$ cat config.mk
export PLATFORM = sky130hd
export DESIGN_NAME = switch_led_pattern_sequencer_unit
export DESIGN_NICKNAME = d
export VERILOG_FILES = /design/src/rtl/slps_pkg.sv /design/src/rtl/switch_led_pattern_sequencer_unit.sv
export SDC_FILE = /design/constraint.sdc
export NUM_CORES = 1
export LEC_CHECK = 0
export ABC_AREA = 1
export BUFFER_PORTS_ARGS = -buffer_cell sky130_fd_sc_hd__buf_2
export CELL_PAD_IN_SITES_DETAIL_PLACEMENT = 0
export CELL_PAD_IN_SITES_GLOBAL_PLACEMENT = 1
export CORE_MARGIN = 8
export CORE_UTILIZATION = 30
export CTS_CLUSTER_SIZE = 28
export DETAILED_ROUTE_END_ITERATION = 7
export PLACE_DENSITY = 0.66
export SLEW_MARGIN = 20
export SYNTH_ARGS = -nofsm -noshare
export SYNTH_HDL_FRONTEND = slang
export SYNTH_SLANG_ARGS = --single-unit
$ cat constraint.sdc
create_clock -name clk -period 3.5 [get_ports clk]
set_input_delay 0.175 -clock clk [delete_from_list [all_inputs] [get_ports clk]]
set_output_delay 0.175 -clock clk [all_outputs]
set_load 0.05 [all_outputs]
$ cat src/rtl/slps_pkg.sv
package slps_pkg;

  localparam int unsigned PERIOD_W = 24;
  localparam int unsigned WAIT_W   = PERIOD_W + 1;
  localparam int unsigned LED_W    = 8;
  localparam int unsigned ADDR_W   = 3;
  localparam int unsigned DATA_W   = 32;

  localparam logic [PERIOD_W-1:0] SLOW_PERIOD_RESET = 24'd300000;
  localparam logic [PERIOD_W-1:0] FAST_PERIOD_RESET = 24'd150000;

  localparam logic [8:0] POS_RESET        = 9'd1;
  localparam logic [8:0] SWEEP_UP_RESET   = 9'd16;
  localparam logic [7:0] SWEEP_LO_RESET   = 8'd8;
  localparam logic [8:0] SWEEP_UP_WRAP    = 9'd256;
  localparam logic [8:0] SWEEP_UP_IN_WRAP = 9'd8;
  localparam logic [8:0] SWEEP_UP_IN_LOAD = 9'd128;
  localparam logic [7:0] SWEEP_LO_IN_LOAD = 8'd1;
  localparam logic [8:0] POS_LEFT_LOAD    = 9'd1;
  localparam logic [8:0] POS_RIGHT_LOAD   = 9'd128;

  // Register select is paddr bit 2; the low address bits are ignored.
  localparam logic REG_SLOW_PERIOD = 1'b0;
  localparam logic REG_FAST_PERIOD = 1'b1;

  typedef struct packed {
    logic count_on;
    logic shift_on;
    logic sweep_on;
  } marks_t;

  typedef struct packed {
    logic             stopped;
    logic             buzzer;
    logic [LED_W-1:0] led_bits;
  } result_t;

endpackage

$ cat src/rtl/switch_led_pattern_sequencer_unit.sv
// Result beats are registered; each appears in the cycle after its input is accepted.
// Throughput: one input beat per cycle; the output register decouples the
// two sides, so a new beat is taken whenever the result is empty or taken.
// Reset (rst, synchronous, active high) restores the periods, the pattern
// state, the served marks, and clears the wait counter, buzzer and stop flag.
module switch_led_pattern_sequencer_unit (
  input  logic                             clk,
  input  logic                             rst,
  input  logic                             psel,
  input  logic                             penable,
  input  logic                             pwrite,
  input  logic [slps_pkg::ADDR_W-1:0]      paddr,
  input  logic [slps_pkg::DATA_W-1:0]      pwdata,
  output logic [slps_pkg::DATA_W-1:0]      prdata,
  output logic                             pready,
  input  logic                             s_tvalid,
  output logic                             s_tready,
  // Fields from bit 0: count_on, shift_on, sweep_on, reverse, fast, pause,
  // buzz_on, halt.
  input  logic [7:0]                       s_tdata,
  output logic                             m_tvalid,
  input  logic                             m_tready,
  // Fields from bit 0: led_bits[7:0], buzzer, stopped, zero padding.
  output logic [15:0]                      m_tdata
);
  import slps_pkg::*;

  logic [PERIOD_W-1:0] slow_period;
  logic [PERIOD_W-1:0] fast_period;

  logic [LED_W-1:0]  led_value,    led_value_next;
  logic [8:0]        single_pos,   single_pos_next;
  logic [8:0]        sweep_upper,  sweep_upper_next;
  logic [7:0]        sweep_lower,  sweep_lower_next;
  logic [WAIT_W-1:0] wait_ticks,   wait_ticks_next;
  marks_t            served,       served_next;
  logic              buzzer_level, buzzer_level_next;
  logic              halted,       halted_next;
  result_t           result;

  logic count_on, shift_on, sweep_on, reverse, fast, pause, buzz_on, halt;
  logic any_mode;
  logic s_accept;
  logic [8:0] pos_load;
  logic [8:0] up_shift;
  logic [7:0] lo_shift;
  logic [WAIT_W-1:0] buzz_wait;
  logic [WAIT_W-1:0] step_wait;

  assign {halt, buzz_on, pause, fast, reverse, sweep_on, shift_on, count_on} = s_tdata;
  assign any_mode = count_on | shift_on | sweep_on;

  assign pready = 1'b1;
  assign prdata = (paddr[2] == REG_FAST_PERIOD) ?
                  {{(DATA_W-PERIOD_W){1'b0}}, fast_period} :
                  {{(DATA_W-PERIOD_W){1'b0}}, slow_period};

  always_ff @(posedge clk) begin
    if (rst) begin
      slow_period <= SLOW_PERIOD_RESET;
      fast_period <= FAST_PERIOD_RESET;
    end else if (psel && penable && pwrite && pready) begin
      unique case (paddr[2])
        REG_SLOW_PERIOD: slow_period <= pwdata[PERIOD_W-1:0];
        REG_FAST_PERIOD: fast_period <= pwdata[PERIOD_W-1:0];
        default: ;
      endcase
    end
  end

  assign s_tready = !m_tvalid || m_tready;
  assign s_accept = s_tvalid && s_tready;

  always_comb begin
    led_value_next    = led_value;
    single_pos_next   = single_pos;
    sweep_upper_next  = sweep_upper;
    sweep_lower_next  = sweep_lower;
    wait_ticks_next   = wait_ticks;
    served_next       = served;
    buzzer_level_next = buzzer_level;
    halted_next       = halted;
    pos_load          = single_pos;
    up_shift          = sweep_upper;
    lo_shift          = sweep_lower;
    buzz_wait         = '0;
    step_wait         = '0;

    if (!halted) begin
      if (wait_ticks != '0) begin
        wait_ticks_next = wait_ticks - WAIT_W'(1);
      end else if (halt) begin
        halted_next    = 1'b1;
        led_value_next = '0;
      end else if (!(pause && any_mode)) begin
        if (buzz_on) begin
          buzzer_level_next = ~buzzer_level;
          buzz_wait         = {1'b0, slow_period};
        end
        if (any_mode) begin
          if (sweep_on) begin
            served_next.sweep_on = 1'b1;
            led_value_next = sweep_upper[7:0] | sweep_lower;
            if (!reverse) begin
              up_shift = {sweep_upper[7:0], 1'b0};
              lo_shift = {1'b0, sweep_lower[7:1]};
              if (up_shift == SWEEP_UP_WRAP) begin
                sweep_upper_next = SWEEP_UP_RESET;
                sweep_lower_next = SWEEP_LO_RESET;
              end else begin
                sweep_upper_next = up_shift;
                sweep_lower_next = lo_shift;
              end
            end else begin
              up_shift = {1'b0, sweep_upper[8:1]};
              lo_shift = {sweep_lower[6:0], 1'b0};
              if (up_shift == SWEEP_UP_IN_WRAP) begin
                sweep_upper_next = SWEEP_UP_IN_LOAD;
                sweep_lower_next = SWEEP_LO_IN_LOAD;
              end else begin
                sweep_upper_next = up_shift;
                sweep_lower_next = lo_shift;
              end
            end
          end else if (shift_on) begin
            served_next.shift_on = 1'b1;
            if (single_pos[7:0] == 8'd0) begin
              pos_load = reverse ? POS_RIGHT_LOAD : POS_LEFT_LOAD;
            end
            led_value_next  = pos_load[7:0];
            single_pos_next = reverse ? {1'b0, pos_load[8:1]} : {pos_load[7:0], 1'b0};
          end else begin
            served_next.count_on = 1'b1;
            led_value_next = reverse ? led_value - 8'd1 : led_value + 8'd1;
          end
          step_wait = {1'b0, (fast ? fast_period : slow_period)};
        end
        if (!sweep_on && served_next.sweep_on) begin
          served_next.sweep_on = 1'b0;
          led_value_next       = '0;
        end
        if (!shift_on && served_next.shift_on) begin
          served_next.shift_on = 1'b0;
          led_value_next       = '0;
        end
        if (!count_on && served_next.count_on) begin
          served_next.count_on = 1'b0;
          led_value_next       = '0;
        end
        wait_ticks_next = buzz_wait + step_wait;
      end
    end
  end

  always_ff @(posedge clk) begin
    if (rst) begin
      led_value    <= '0;
      single_pos   <= POS_RESET;
      sweep_upper  <= SWEEP_UP_RESET;
      sweep_lower  <= SWEEP_LO_RESET;
      wait_ticks   <= '0;
      served       <= '1;
      buzzer_level <= 1'b0;
      halted       <= 1'b0;
    end else if (s_accept) begin
      led_value    <= led_value_next;
      single_pos   <= single_pos_next;
      sweep_upper  <= sweep_upper_next;
      sweep_lower  <= sweep_lower_next;
      wait_ticks   <= wait_ticks_next;
      served       <= served_next;
      buzzer_level <= buzzer_level_next;
      halted       <= halted_next;
    end
  end

  always_ff @(posedge clk) begin
    if (rst) begin
      m_tvalid <= 1'b0;
    end else if (s_tready) begin
      m_tvalid <= s_tvalid;
    end
  end

  always_ff @(posedge clk) begin
    if (s_accept) begin
      result.stopped  <= halted_next;
      result.buzzer   <= buzzer_level_next;
      result.led_bits <= halted_next ? '0 : led_value_next;
    end
  end

  assign m_tdata = {6'b0, result};

  a_halt_sticks: assert property (@(posedge clk) disable iff (rst)
    halted |=> halted)
    else $error("stop flag dropped without reset");

  a_stopped_blank: assert property (@(posedge clk) disable iff (rst)
    (m_tvalid && m_tdata[9]) |-> (m_tdata[7:0] == 8'd0))
    else $error("LEDs lit while stopped");

  a_wait_counts: assert property (@(posedge clk) disable iff (rst)
    (s_accept && !halted && wait_ticks != '0) |=>
      (wait_ticks == $past(wait_ticks) - WAIT_W'(1)))
    else $error("wait counter did not count down");

  a_stall_blocks: assert property (@(posedge clk) disable iff (rst)
    (m_tvalid && !m_tready) |-> !s_tready)
    else $error("input taken while result beat stalled");

endmodule
Yosys cells after proc, flatten, opt, wreduce, memory -nomap -nowiden

Index checks and enable logic that the tools add are counted.

Input bits: 50
Memory bits (read-only): 0
Memories kept: 0
Output and inout port bits: 51
Flip-flop bits (word level): 123
Latch bits: 0
RAM bits: 0
Word-level logic and storage cells: 109

Bitwise gates (word level): 10
Mux-type cells: 55
Divide/modulo/power cells: 0
Equal/unequal tests: 4
Reduce and logical (&&, ||, !) cells: 20
Multiply operators: 0
$add $sub $neg: 4
Order comparisons: 0
Shifts and indexed selects: 0

Operator list:

| cell                                                | number |
|---|---|
| two-way mux 25 bit                                  | 11 |
| two-way mux 8 bit                                   | 15 |
| two-way mux 24 bit                                  | 4 |
| two-way mux 9 bit                                   | 4 |
| adder 25 bit                                        | 1 |
| nonzero test 25 bit                                 | 1 |
| subtractor 25 x 1 -> 25 bit, second input constant  | 1 |
| two-way mux 3 bit                                   | 5 |
| two-way mux 1 bit                                   | 14 |
| adder 8 x 1 -> 8 bit, second input constant         | 1 |
| equality test 8 x 4 -> 1 bit, second input constant | 1 |
| equality test 8 bit, second input constant          | 1 |
| zero test 8 bit                                     | 1 |
| OR 8 bit                                            | 1 |
| AND reduction 8 bit                                 | 1 |
| subtractor 8 x 1 -> 8 bit, second input constant    | 1 |
| logical AND 1 bit                                   | 7 |
| two-way mux 7 bit                                   | 1 |
| NOT 1 bit                                           | 7 |
| AND reduction 7 bit                                 | 1 |
| AND reduction 5 bit                                 | 1 |
| zero test 1 bit                                     | 4 |
| AND reduction 2 bit                                 | 2 |
| AND reduction 4 bit                                 | 1 |
| 5 further kinds                                     | 6 |

Depth between registers and ports, before layout

Gate-level depths: netlist of run 1.

Depth after elaboration: 15
Depth in mapped cells: 22

Worst setup path after synthesis of run 1

No wires, ideal clock.

Path type: in2reg
Start: input s_tdata[2]
End: register wait_ticks[16]
Path buffers: 1
Path slack: 0.774 ns
Required time: 3.385 ns
Stages on the path: 20
Setup time: 0.115 ns
Data arrival time: 2.611 ns
Path through: inv_2 > nand2_2 > nor2_8 > inv_1 > clkbuf_1 > nand2_1 > inv_1 > ha_1 > inv_1 > fa_1 > o21ai_0 > a21oi_1 > inv_1 > nand3_1 > nand2_1 > nand2_1 > nand3_1 > o21ai_0 > o21ai_0 > inv_1

Word-level cells in the longest chain between the ends: 10

RTL lines:

| item                 | RTL line                                 | source |
|---|---|---|
| from (decl)          | switch_led_pattern_sequencer_unit.sv:20  | `input logic [7:0] s_tdata,` |
| OR 1 bit *           | switch_led_pattern_sequencer_unit.sv:51  | `assign any_mode = count_on \| shift_on \| sweep_on;` |
| two-way mux 24 bit   | switch_led_pattern_sequencer_unit.sv:100 | `if (any_mode) begin` |
| two-way mux 25 bit   | switch_led_pattern_sequencer_unit.sv:95  | `end else if (!(pause && any_mode)) begin` |
| two-way mux 25 bit   | switch_led_pattern_sequencer_unit.sv:92  | `end else if (halt) begin` |
| two-way mux 25 bit   | switch_led_pattern_sequencer_unit.sv:90  | `if (wait_ticks != '0) begin` |
| two-way mux 25 bit   | switch_led_pattern_sequencer_unit.sv:89  | `if (!halted) begin` |
| adder 25 bit         | switch_led_pattern_sequencer_unit.sv:150 | `wait_ticks_next = buzz_wait + step_wait;` |
| two-way mux 25 bit   | switch_led_pattern_sequencer_unit.sv:95  |  |
| two-way mux 25 bit   | switch_led_pattern_sequencer_unit.sv:92  |  |
| two-way mux 25 bit   | switch_led_pattern_sequencer_unit.sv:90  |  |
| to (signal assigned) | switch_led_pattern_sequencer_unit.sv:170 | `wait_ticks <= wait_ticks_next;` |
| to (decl)            | switch_led_pattern_sequencer_unit.sv:35  | `logic [WAIT_W-1:0] wait_ticks, wait_ticks_next;` |

Mark *: on every way between the ends. The rest lies on a longest branch, timed or not. The select of a mux whose other input is x is not followed.
A chain may end at the register's enable or synchronous reset.

Final worst setup path of run 1

Start: register slow_period[0]
End: register wait_ticks[22]

Word-level cells in the longest chain between the ends: 10

RTL lines:

| item                   | RTL line                                 | source |
|---|---|---|
| from (decl)            | switch_led_pattern_sequencer_unit.sv:28  | `logic [PERIOD_W-1:0] slow_period;` |
| from (signal assigned) | switch_led_pattern_sequencer_unit.sv:64  | `REG_SLOW_PERIOD: slow_period <= pwdata[PERIOD_W-1:0];` |
| two-way mux 24 bit     | switch_led_pattern_sequencer_unit.sv:136 | `step_wait = {1'b0, (fast ? fast_period : slow_period)};` |
| two-way mux 24 bit     | switch_led_pattern_sequencer_unit.sv:100 |  |
| two-way mux 25 bit     | switch_led_pattern_sequencer_unit.sv:95  |  |
| two-way mux 25 bit     | switch_led_pattern_sequencer_unit.sv:92  |  |
| two-way mux 25 bit     | switch_led_pattern_sequencer_unit.sv:90  |  |
| two-way mux 25 bit     | switch_led_pattern_sequencer_unit.sv:89  |  |
| adder 25 bit *         | switch_led_pattern_sequencer_unit.sv:150 |  |
| two-way mux 25 bit *   | switch_led_pattern_sequencer_unit.sv:95  |  |
| two-way mux 25 bit *   | switch_led_pattern_sequencer_unit.sv:92  |  |
| two-way mux 25 bit *   | switch_led_pattern_sequencer_unit.sv:90  |  |

Marked as above.

==> run_results.csv, run 1 <==
group,metric,value,unit
synth,yosys_warnings,0,
final_layout,layout.nets,1464,
die,coreArea,27900,um^2
critical_path,critical_path_required,3.84,ns
final_layout,num_antenna_cells,0,
synth,post_synth.cell_area_avg,6.48,um^2
die,start_util,0.306,
clock_tree,htree_levels,4,
synth,synth_area_leaders,"dfxtp_1 (26%), nand2_1 (13%), o21ai_0 (9.4%)",
route,viasPerCell,4.76,
critical_path,path_max_fanout,4,
route,drt_pre_antenna_iters,5,
clock_tree,cts_inserted_buffers,17,
die,die_h,185,um
synth,ys_seq_elements,123,
place,port_buffers,75,
grt,grt_max_degree,78,
sta,clock.fmax,344,MHz
synth,syn_inst,1317,
critical_path,regToRegStartpoint,"slow_period[0]$_SDFFE_PP0P_",
final_layout,num-fill-cells,3163,
sta,tightest_slew,0.990,ns
clock_tree,post-cts-setup-buffers,0,
sta,finalHoldViolCount,0,
route,finalWirelength,26400,um
synth,async_reset_ff_frac,0,
grt,antenna_found_initial,1,
route,drc,0,
final_layout,fin_cells,1772,
sta,rsz0062_at_grt,"no",
sta,setup_viol,0,
clock_tree,root_buffer,"clkbuf_16",
final_layout,area_growth,16.2,%
synth,syn_area,8540,um^2
sta,relSlewSlack,0.339,
synth,yosysTopAreaCell,"dfxtp_1",
critical_path,startpoint,"slow_period[0]$_SDFFE_PP0P_",
grt,grtUsageTotal,0.157,
die,row_count,61,
power,power.total,4.37,mW
critical_path,cp-endpoint,"wait_ticks[22]$_SDFFE_PP0P_",
final_layout,drive_gt1_frac,0.121,
critical_path,cp-start-kind,"flop",
clock_tree,cts_buffer_depth,2,
sta,drv_slew,0,
clock_tree,cts_tree,"done",
die,io_pins,101,
place,gp_congestion,0.911,
critical_path,crit_path_top_delay_cell,"fa_1",
power,ir_worst_vdd,0.243,mV
job,max_cap_violations,0,
synth,synth_cell_types,53,
critical_path,crit_chain,"inv_1, o21ai_0, nand2_1, inv_1, ha_1, inv_1, fa_1, o21ai_0, buf_4, nand2_1, nand2_1, nand3_1, nand3_1, nand2_1, nand3_1, nand3_1, a21oi_1",
critical_path,critical_path.top_delay_family,"simple AND/OR/NAND/NOR gates",
grt,grt_pass1_vias,8335,
worst_hold_path,min_path_type,"in2reg",
sta,timing.final.crit_share,0.831,
route,drt_iter0_drc,597,
grt,gr-total-overflow,0,
critical_path,cp_num_cells,17,
power,leakage,4.72,nW
critical_path,cp_num_buf_inv,4,
sta,setup_tns,0,ns
critical_path,reg2regPathDepth,17,
clock_tree,path_clk_slew,0.06,ns
route,antenna_left,0,
place,dp_hpwl,19200,um
run_status,status,"completed",
grt,grt_pass1_wl,43500,um
synth,synth_edf_count,10,
critical_path,r2r_setup_slack,0.59,ns
critical_path,r2r-end,"wait_ticks[22]$_SDFFE_PP0P_",
synth,synth_flop_cell,"dfxtp_1",
route,num_vias,8435,
critical_path,crit_type,"reg2reg",
critical_path,worstSetupEndpointType,"flop",
sta,skew,0.0126,ns
power,p_per_area,441,nW/um^2
place,dp.cells,1728,
synth,synth_top_area_share,0.265,
die,die_w,185,um
critical_path,cp.arrival,3.25,ns
clock_tree,cts.sinks,123,
synth,synth-seq-area-share,0.300,
route,avgRoutedWirePerCell,14.9,um
die,die_area,34100,um^2
critical_path,cpPeakStageDelay,0.48,ns
sta,min_period,2.91,ns
clock_tree,clkLatencyLatePin,0.42,ns
[worst register-to-register path, stage by stage (launching register included)]
cell and delay (ns):
dfxtp_1 0.36, inv_1 0.08, o21ai_0 0.29, nand2_1 0.11
inv_1 0.08, ha_1 0.17, inv_1 0.06, fa_1 0.48
o21ai_0 0.18, buf_4 0.16, nand2_1 0.05, nand2_1 0.13
nand3_1 0.14, nand3_1 0.12, nand2_1 0.05, nand3_1 0.15
nand3_1 0.10, a21oi_1 0.13
[synthesized netlist by cell type (3+ instances only)]
library cell and n:
a211oi_1 5, a211oi_2 5, a21oi_1 138, a31oi_1 7, buf_1 6, buf_2 7
buf_4 15, buf_6 3, clkbuf_1 38, dfxtp_1 113, edfxtp_1 10, ha_1 31
inv_1 166, inv_2 6, nand2_1 290, nand2_2 5, nand2_4 5, nand3_1 61
nand3b_1 3, nand4_1 14, nor2_1 109, nor2_2 5, nor2_4 4, nor2_8 3
nor3_1 11, nor3_2 3, o211ai_1 3, o21ai_0 160, o21ai_1 16, o31ai_1 4
o32ai_1 8, or2_1 3, or2_2 6, xnor2_1 10, xor2_1 19
[kinds of logic after synthesis]
kind of cell,count (synthesis),share of synthesized area
buffers and inverters,243,0.118
AOI/OAI and AO/OA,361,0.230
other,2,0.000879
DFF,123,0.300
and+or+nand+nor,526,0.271
xor gates and xnor gates,29,0.0297
adders and majority gates,33,0.0501
[registers in the layout (all words and copies together) (netlist names)]
signal        cells
sweep_lower       8
m_tdata          10
led_value         8
sweep_upper       9
fast_period      24
wait_ticks       25
halted            1
single_pos        9
buzzer_level      1
m_tvalid          1
served            3
slow_period      24
[what timing repair did]
item,4_1_cts,5_1_grt
gates resized for setup,0,0
hold buffers,12,0
hold endpoints to repair,16,0
[worst min-delay path by stage]
stage	slack (ns)	startpoint	end	cells past startpoint
5_1_grt	0.03	pwdata[16]	fast_period[16]$_SDFFE_PP0P_	3
4_1_cts	0.003	pwdata[21]	fast_period[21]$_SDFFE_PP0P_	3
3_5_place_dp	0.39	pwdata[17]	fast_period[17]$_SDFFE_PP1P_	3
6_report	0.02	pwdata[21]	fast_period[21]$_SDFFE_PP0P_	3
3_3_place_gp	0.39	pwdata[17]	fast_period[17]$_SDFFE_PP1P_	3
2_1_floorplan	0.29	pwdata[11]	fast_period[11]$_SDFFE_PP1P_	2
[final cells by class]
cell class / instances / area, um^2 / area share
multi-input cells: 964 / 5020 / 0.506
flip-flops and latches: 123 / 2560 / 0.258
inverters: 174 / 659 / 0.0664
repair buffers: 101 / 601 / 0.0605
well taps: 378 / 473 / 0.0476
clock buffers: 19 / 433 / 0.0436
clock inverters: 13 / 175 / 0.0176
[routing by layer]
metal | track usage | part of all wire
met1 | 0.222 | 0.52
met2 | 0.249 | 0.44
met3 | 0.0211 | 0.038
met4 | 0.0384 | 0.0089
met5 | 0 | 0.00038
[per-stage QoR]
| stage | setup WS [ns] | util | instance area (um^2) | hold slack [ns] |
|---|---|---|---|---|
| after floorplan | 0.774 | - | 8590 | 0.288 |
| after global placement | 0.274 | 0.329 | 9200 | 0.388 |
| after detailed placement | 0.248 | 0.329 | 9200 | 0.394 |
| after CTS | 0.617 | 0.355 | 9920 | 0.00345 |
| after global routing | 0.356 | 0.355 | 9930 | 0.0303 |
| final | 0.593 | 0.355 | 9930 | 0.0222 |
[power breakdown]
| part | leakage (nW) | switching, mW | internal [mW] | total, mW |
|---|---|---|---|---|
| registers | 1.02 | 0.0550 | 1.49 | 1.55 |
| logic | 3.41 | 0.660 | 0.294 | 0.954 |
| clock network | 0.292 | 0.689 | 1.19 | 1.87 |
| total | 4.72 | 1.40 | 2.97 | 4.37 |
[layout by cell type, fill, tap and decap left out, types with 8 or more instances in the layout]
cell / synthesis / routed
o21ai_1: 16 / 16
nor2_1: 109 / 108
buf_2: 7 / 75
inv_1: 166 / 165
buf_4: 15 / 14
dlygate4sd3_1: 0 / 12
o21ai_0: 160 / 160
o32ai_1: 8 / 8
nor3_1: 11 / 11
ha_1: 31 / 31
edfxtp_1: 10 / 10
clkbuf_16: 0 / 17
nand3_1: 61 / 61
xor2_1: 19 / 19
xnor2_1: 10 / 10
nand2_1: 290 / 290
dfxtp_1: 113 / 113
a21oi_1: 138 / 138
nand4_1: 14 / 14
conb_1: 2 / 15
Note: power is estimated with default switching activity, not from simulation.
==> run 2, diff against run 1 <==
==> constraint.sdc (replaced) <==
create_clock -name clk -period 2.85 [get_ports clk]
set_input_delay 0.1425 -clock clk [delete_from_list [all_inputs] [get_ports clk]]
set_output_delay 0.1425 -clock clk [all_outputs]
set_load 0.05 [all_outputs]
==> run 2 against run 1 <==
Effect of this change: via count up 1.8%; sequential share of layout area shrank 0.84 points; non-clock buffer count up 39; power is 24% higher; design area rose by 3.4%; die area unchanged; critical path type unchanged.
==> run_results.csv, run 2 (synthesis results as in run 1) <==
group,metric,value,unit
sta,setup_viol,0,
route,avgRoutedWirePerCell,14.5,um
critical_path,critical_path_required,3.17,ns
route,drt_iter0_drc,546,
sta,min_period,2.58,ns
final_layout,num-fill-cells,3071,
critical_path,cp.arrival,2.90,ns
grt,gr-total-overflow,0,
power,ir_worst_vdd,0.311,mV
clock_tree,clkLatencyLatePin,0.43,ns
sta,rsz0062_at_grt,"no",
final_layout,top_regs,"wait_ticks (25), fast_period (24), slow_period (24)",
power,leakage,4.92,nW
grt,grt_max_degree,78,
worst_hold_path,min_path_type,"in2reg",
die,die_area,34100,um^2
critical_path,crit_type,"reg2reg",
sta,hold_ws,0.0216,ns
final_layout,area_growth,20.2,%
sta,clock.fmax,388,MHz
die,coreArea,27900,um^2
clock_tree,cts_tree,"done",
sta,relSlewSlack,0.367,
sta,tightest_slew,0.949,ns
clock_tree,cts.sinks,123,
power,p_switching,1.80,mW
route,antenna_left,0,
power,p_int,3.63,mW
grt,grt_pass1_vias,8423,
worst_hold_path,hp-start,"pwdata[3]",
sta,worst_slack,0.271,ns
final_layout,largest_reg_flops,25,
power,combPwrFrac,0.225,
place,dp.cells,1757,
clock_tree,cts_inserted_buffers,17,
final_layout,mostFrequentLayoutCell,"nand2_1",
clock_tree,htree_levels,4,
final_layout,layout.nets,1503,
die,start_util,0.306,
power,p_seq_frac,0.350,
sta,timing.final.crit_share,0.905,
place,dp_hpwl,19400,um
power,power.total,5.42,mW
die,io_pins,101,
final_layout,layout_common_cells,"nand2_1 (290), inv_1 (165), o21ai_0 (159)",
final_layout,fin_util,0.367,
die,die_w,185,um
power,p_per_area,529,nW/um^2
job,max_cap_violations,0,
sta,finalHoldViolCount,0,
run_status,status,"completed",
grt,antenna_found_initial,0,
critical_path,startpoint,"slow_period[2]$_SDFFE_PP0P_",
final_layout,multi_input_area,5020,um^2
final_layout,fin_cells,1811,
clock_tree,path_clk_slew,0.06,ns
route,num_vias,8587,
sta,setup_tns,0,ns
place,port_buffers,75,
place,gp_congestion,0.865,
place,place_area,9430,um^2
critical_path,path_max_fanout,3,
place,dp_slack,0.0951,ns
route,drc,0,
sta,skew,0.0183,ns
grt,grt_pass1_wl,43500,um
final_layout,drive_gt1_frac,0.141,
final_layout,top_register,"wait_ticks",
power,share_clk_of_total_power,0.425,
die,row_count,61,
final_layout,fin_area,10300,um^2
route,finalWirelength,26300,um
critical_path,regToRegStartpoint,"slow_period[2]$_SDFFE_PP0P_",
sta,drv_slew,0,
final_layout,ff_latch_area,2560,um^2
critical_path,worstSetupEndpointType,"flop",
grt,grtUsageTotal,0.157,
power,netSwitchingFraction,0.332,
clock_tree,root_buffer,"clkbuf_16",
final_layout,num_antenna_cells,0,
die,die_h,185,um
route,drt_pre_antenna_iters,5,
critical_path,cp-start-kind,"flop",
route,viasPerCell,4.74,
clock_tree,post-cts-setup-buffers,0,
clock_tree,cts_buffer_depth,2,
## run 2: layout make-up
| type | instances | share of cell area |
|---|---|---|
| Sequential cell | 123 | 0.250 |
| Timing Repair Buffer | 140 | 0.0907 |
| Tap cell | 378 | 0.0461 |
| Clock inverter | 15 | 0.0183 |
| Inverter | 174 | 0.0643 |
| Clock buffer | 17 | 0.0415 |
| Multi-Input combinational cell | 964 | 0.489 |
## run 2: worst max-delay path, stage by stage, from the launching register on
cell	delay, ns
dfxtp_1	0.32
inv_1	0.06
o21ai_0	0.24
nand2_1	0.08
inv_1	0.06
ha_1	0.25
a21oi_1	0.23
a21oi_1	0.12
nor2_1	0.20
o21ai_0	0.18
buf_4	0.18
a21boi_0	0.25
nand2_1	0.08
a21oi_1	0.15
nor2_1	0.05
## run 2: power groups by stage
stage	combinational (mW)	clock, mW	sequential (mW)
CTS	1.23	2.36	1.90
finish	1.22	2.30	1.90
global route	1.38	2.43	1.91
detailed placement	1.20	0	1.93
floorplan	0.856	0	1.96
global placement	1.20	0	1.93
## run 2: path summary, 6_finish.rpt
path	endpoint	slack, ns	depth (start not counted)
hold reg to reg	served[0]$_SDFFE_PP1P_	0.46	2
setup reg to reg	wait_ticks[9]$_SDFFE_PP0P_	0.27	14
setup / recovery	wait_ticks[9]$_SDFFE_PP0P_	0.27	14
hold / removal	slow_period[3]$_SDFFE_PP0P_	0.02	3
## run 2: layer usage
layer	track usage	share of wire
met1	0.222	0.52
met4	0.0413	0.013
met3	0.0244	0.038
met5	0	0
met2	0.245	0.43
## run 2: repair_timing
item                       4_1_cts  5_1_grt
resized for setup                0        2
setup endpoints to repair        0        2
hold buffers                    22        0
hold endpoints to repair        30        0
==> run 3, diff against run 2 <==
--- a/config.mk
+++ b/config.mk
@@ -5,15 +5,16 @@
 export SDC_FILE = /design/constraint.sdc
 export NUM_CORES = 1
 export LEC_CHECK = 0
-export ABC_AREA = 1
+export ABC_AREA = 0
 export BUFFER_PORTS_ARGS = -buffer_cell sky130_fd_sc_hd__buf_2
 export CELL_PAD_IN_SITES_DETAIL_PLACEMENT = 0
 export CELL_PAD_IN_SITES_GLOBAL_PLACEMENT = 1
 export CORE_MARGIN = 8
 export CORE_UTILIZATION = 30
+export CTS_BUF_LIST = sky130_fd_sc_hd__clkbuf_4
 export CTS_CLUSTER_SIZE = 28
 export DETAILED_ROUTE_END_ITERATION = 7
-export PLACE_DENSITY = 0.66
+export PLACE_DENSITY = 0.64
 export SLEW_MARGIN = 20
 export SYNTH_ARGS = -nofsm -noshare
 export SYNTH_HDL_FRONTEND = slang
==> run 3 against run 2 <==
Effect of this change: die area down 7.9%; count of clock-buffer cells in the layout unchanged; maximum frequency down 6.5%; sequential cell count unchanged; largest power group is now combinational logic; highest routed layer unchanged.
==> run_results.csv, run 3 <==
group,metric,value,unit
run_status,status,"completed",
route,drt_pre_antenna_iters,5,
die,die_h,177,um
synth,syn_inst,1003,
place,place_area,8950,um^2
final_layout,multi_input_area,5000,um^2
die,io_pins,101,
route,avgRoutedWirePerCell,15.4,um
final_layout,top_regs,"wait_ticks (25), fast_period (24), slow_period (24)",
route,drt_iter0_drc,316,
critical_path,regToRegStartpoint,"wait_ticks[12]$_SDFFE_PP0P_",
synth,synth-seq-area-share,0.329,
critical_path,crit_path_top_delay_cell,"or4_4",
final_layout,top_register,"wait_ticks",
final_layout,fin_cells,1495,
route,viasPerCell,4.90,
synth,synth_area_leaders,"dfxtp_1 (29%), nand2_1 (7.1%), a21oi_1 (6.5%)",
critical_path,r2r_setup_slack,0.09,ns
synth,yosysMostFrequentCell,"nand2_1",
grt,grt_pass1_vias,7359,
critical_path,critical_path_required,3.31,ns
worst_hold_path,min_path_type,"in2reg",
route,finalWirelength,23000,um
synth,synth_flop_cell,"dfxtp_1",
synth,synth_top_area_share,0.290,
clock_tree,root_buffer,"clkbuf_4",
critical_path,cp.arrival,3.22,ns
sta,tightest_slew,0.802,ns
synth,yosysTopAreaCell,"dfxtp_1",
grt,gr-total-overflow,0,
synth,ys_top_cells_by_count,"nand2_1 (148), nor2_1 (115), dfxtp_1 (113), a21oi_1 (102), clkbuf_1 (46)",
place,gp_congestion,0.816,
place,port_buffers,75,
grt,grt_pass1_wl,38200,um
synth,ys_seq_elements,123,
critical_path,crit_chain,"or4_4, nor4_4, nand4_4, or4_4, or3_4, a211o_1, a21o_1, o31ai_2",
clock_tree,cts.sinks,123,
sta,setup_viol,0,
critical_path,cp-start-kind,"flop",
final_layout,layout_common_cells,"nand2_1 (148), nor2_1 (114), dfxtp_1 (108)",
clock_tree,clkLatencyLatePin,0.54,ns
critical_path,reg2regPathDepth,8,
final_layout,area_growth,23.5,%
sta,timing.final.crit_share,0.968,
critical_path,crit_type,"reg2reg",
final_layout,drive_gt1_frac,0.217,
die,row_count,59,
critical_path,cpMostUsedCell,"or4_4",
die,coreArea,25800,um^2
die,die_area,31400,um^2
route,num_vias,7329,
sta,drv_slew,0,
worst_hold_path,hp-start,"penable",
final_layout,mostFrequentLayoutCell,"nand2_1",
power,p_per_area,663,nW/um^2
job,max_cap_violations,0,
route,antenna_left,0,
critical_path,cpPeakStageDelay,0.55,ns
place,dp_hpwl,16700,um
clock_tree,cts_tree,"done",
critical_path,worstSetupEndpointType,"flop",
critical_path,path_max_fanout,3,
die,die_w,177,um
worst_hold_path,hold_depth,5,
synth,post_synth.cell_area_avg,7.78,um^2
final_layout,layout.nets,1229,
place,dp.cells,1431,
synth,synth_cell_types,63,
final_layout,fin_area,9630,um^2
final_layout,num-fill-cells,2734,
grt,antenna_found_initial,1,
route,drc,0,
synth,syn_area,7800,um^2
sta,relSlewSlack,0.463,
clock_tree,cts_buffer_depth,2,
grt,grt_max_degree,66,
final_layout,ff_latch_area,2570,um^2
power,ir_worst_vdd,0.270,mV
synth,yosys_warnings,0,
synth,synth_edf_count,10,
clock_tree,path_clk_slew,0.13,ns
sta,clock.fmax,362,MHz
sta,min_period,2.76,ns
grt,grtUsageTotal,0.148,
synth,async_reset_ff_frac,0,
sta,finalHoldViolCount,0,
die,start_util,0.303,
sta,skew,0.0342,ns
clock_tree,htree_levels,4,
worst_hold_path,hold_end,"fast_period[22]$_SDFFE_PP0P_",
power,leakage,4.03,nW
sta,setup_tns,0,ns
final_layout,fin_util,0.374,
critical_path,r2r-end,"led_value[7]$_SDFFE_PP0P_",
clock_tree,cts_inserted_buffers,17,
sta,rsz0062_at_grt,"yes",
final_layout,largest_reg_flops,25,
## run 3: what timing repair did
action | 4_1_cts | 5_1_grt
endpoints found under the setup margin | 7 | 23
hold buffers | 28 | 0
resized for setup | 13 | 23
buffers inserted | 1 | 2
hold endpoints to repair | 51 | 0
pin swaps | 2 | 17
## run 3: layout make-up
| class | count | area share |
|---|---|---|
| flip-flops and latches | 123 | 0.267 |
| multi-input cells | 796 | 0.519 |
| clock inverters | 15 | 0.0145 |
| clock buffers | 17 | 0.0132 |
| diodes | 1 | 0.000260 |
| well taps | 335 | 0.0435 |
| inverters | 28 | 0.0109 |
| repair buffers | 180 | 0.132 |
## run 3: power breakdown
group / leakage [nW] / internal (mW) / switching (mW) / total, mW
combinational: 2.87 / 1.24 / 1.79 / 3.03
sequential: 1.02 / 1.95 / 0.159 / 2.11
clock: 0.143 / 0.450 / 0.806 / 1.26
total: 4.03 / 3.63 / 2.76 / 6.39
## run 3: per-stage QoR
| stage | total power, mW | hold WS [ns] | setup WS, ns |
|---|---|---|---|
| finish | 6.39 | 0.0624 | 0.0908 |
| CTS | 6.43 | 0.0207 | -0.00369 |
| global placement | 5.11 | 0.370 | -0.230 |
| global route | 6.90 | 0.0557 | -0.0656 |
| detailed placement | 5.11 | 0.371 | -0.238 |
| floorplan | 4.14 | 0.263 | 0.00739 |
## run 3: routing by layer
layer / share of wire / up-vias / track usage
met2: 0.42 / 151 / 0.224
met1: 0.53 / 3358 / 0.214
li1: - / 3807 / -
met5: 0 / - / 0
met3: 0.041 / 13 / 0.0252
met4: 0.0088 / 0 / 0.0357
## run 3: cell families (layout without fill, tap and decap cells)
family | after synthesis | in the layout | synth area share
adder cells (fa/ha/maj) | 33 | 33 | 0.0549
AND/OR/NAND/NOR | 408 | 408 | 0.248
multiplexers | 62 | 62 | 0.0836
buffers and inverters | 97 | 240 | 0.0542
XOR/XNOR | 27 | 27 | 0.0303
AO/OA/AOI/OAI | 251 | 251 | 0.199
flip-flops | 123 | 123 | 0.329
other | 2 | 16 | 0.000963
## run 3: how the worst max path moves through the flow
| stage | to | slack [ns] | start | cells after the start |
|---|---|---|---|---|
| 2_1_floorplan | wait_ticks[14]$_SDFFE_PP0P_ | 0.007 | s_tdata[4] | 13 |
| 3_3_place_gp | wait_ticks[22]$_SDFFE_PP0P_ | -0.23 | s_tdata[4] | 13 |
| 3_5_place_dp | wait_ticks[19]$_SDFFE_PP0P_ | -0.24 | s_tdata[0] | 13 |
| 4_1_cts | wait_ticks[22]$_SDFFE_PP0P_ | -0.004 | slow_period[0]$_SDFFE_PP0P_ | 13 |
| 5_1_grt | wait_ticks[24]$_SDFFE_PP0P_ | -0.07 | slow_period[0]$_SDFFE_PP0P_ | 14 |
| 6_report | led_value[7]$_SDFFE_PP0P_ | 0.09 | wait_ticks[12]$_SDFFE_PP0P_ | 8 |
## run 3: worst max-delay path, delay by kind of cell, from the launching register on
kind | cells | cell delay, ns
AO/OA/AOI/OAI | 3 | 0.59
flip-flops | 1 | 0.34
AND/OR/NAND/NOR | 5 | 1.77
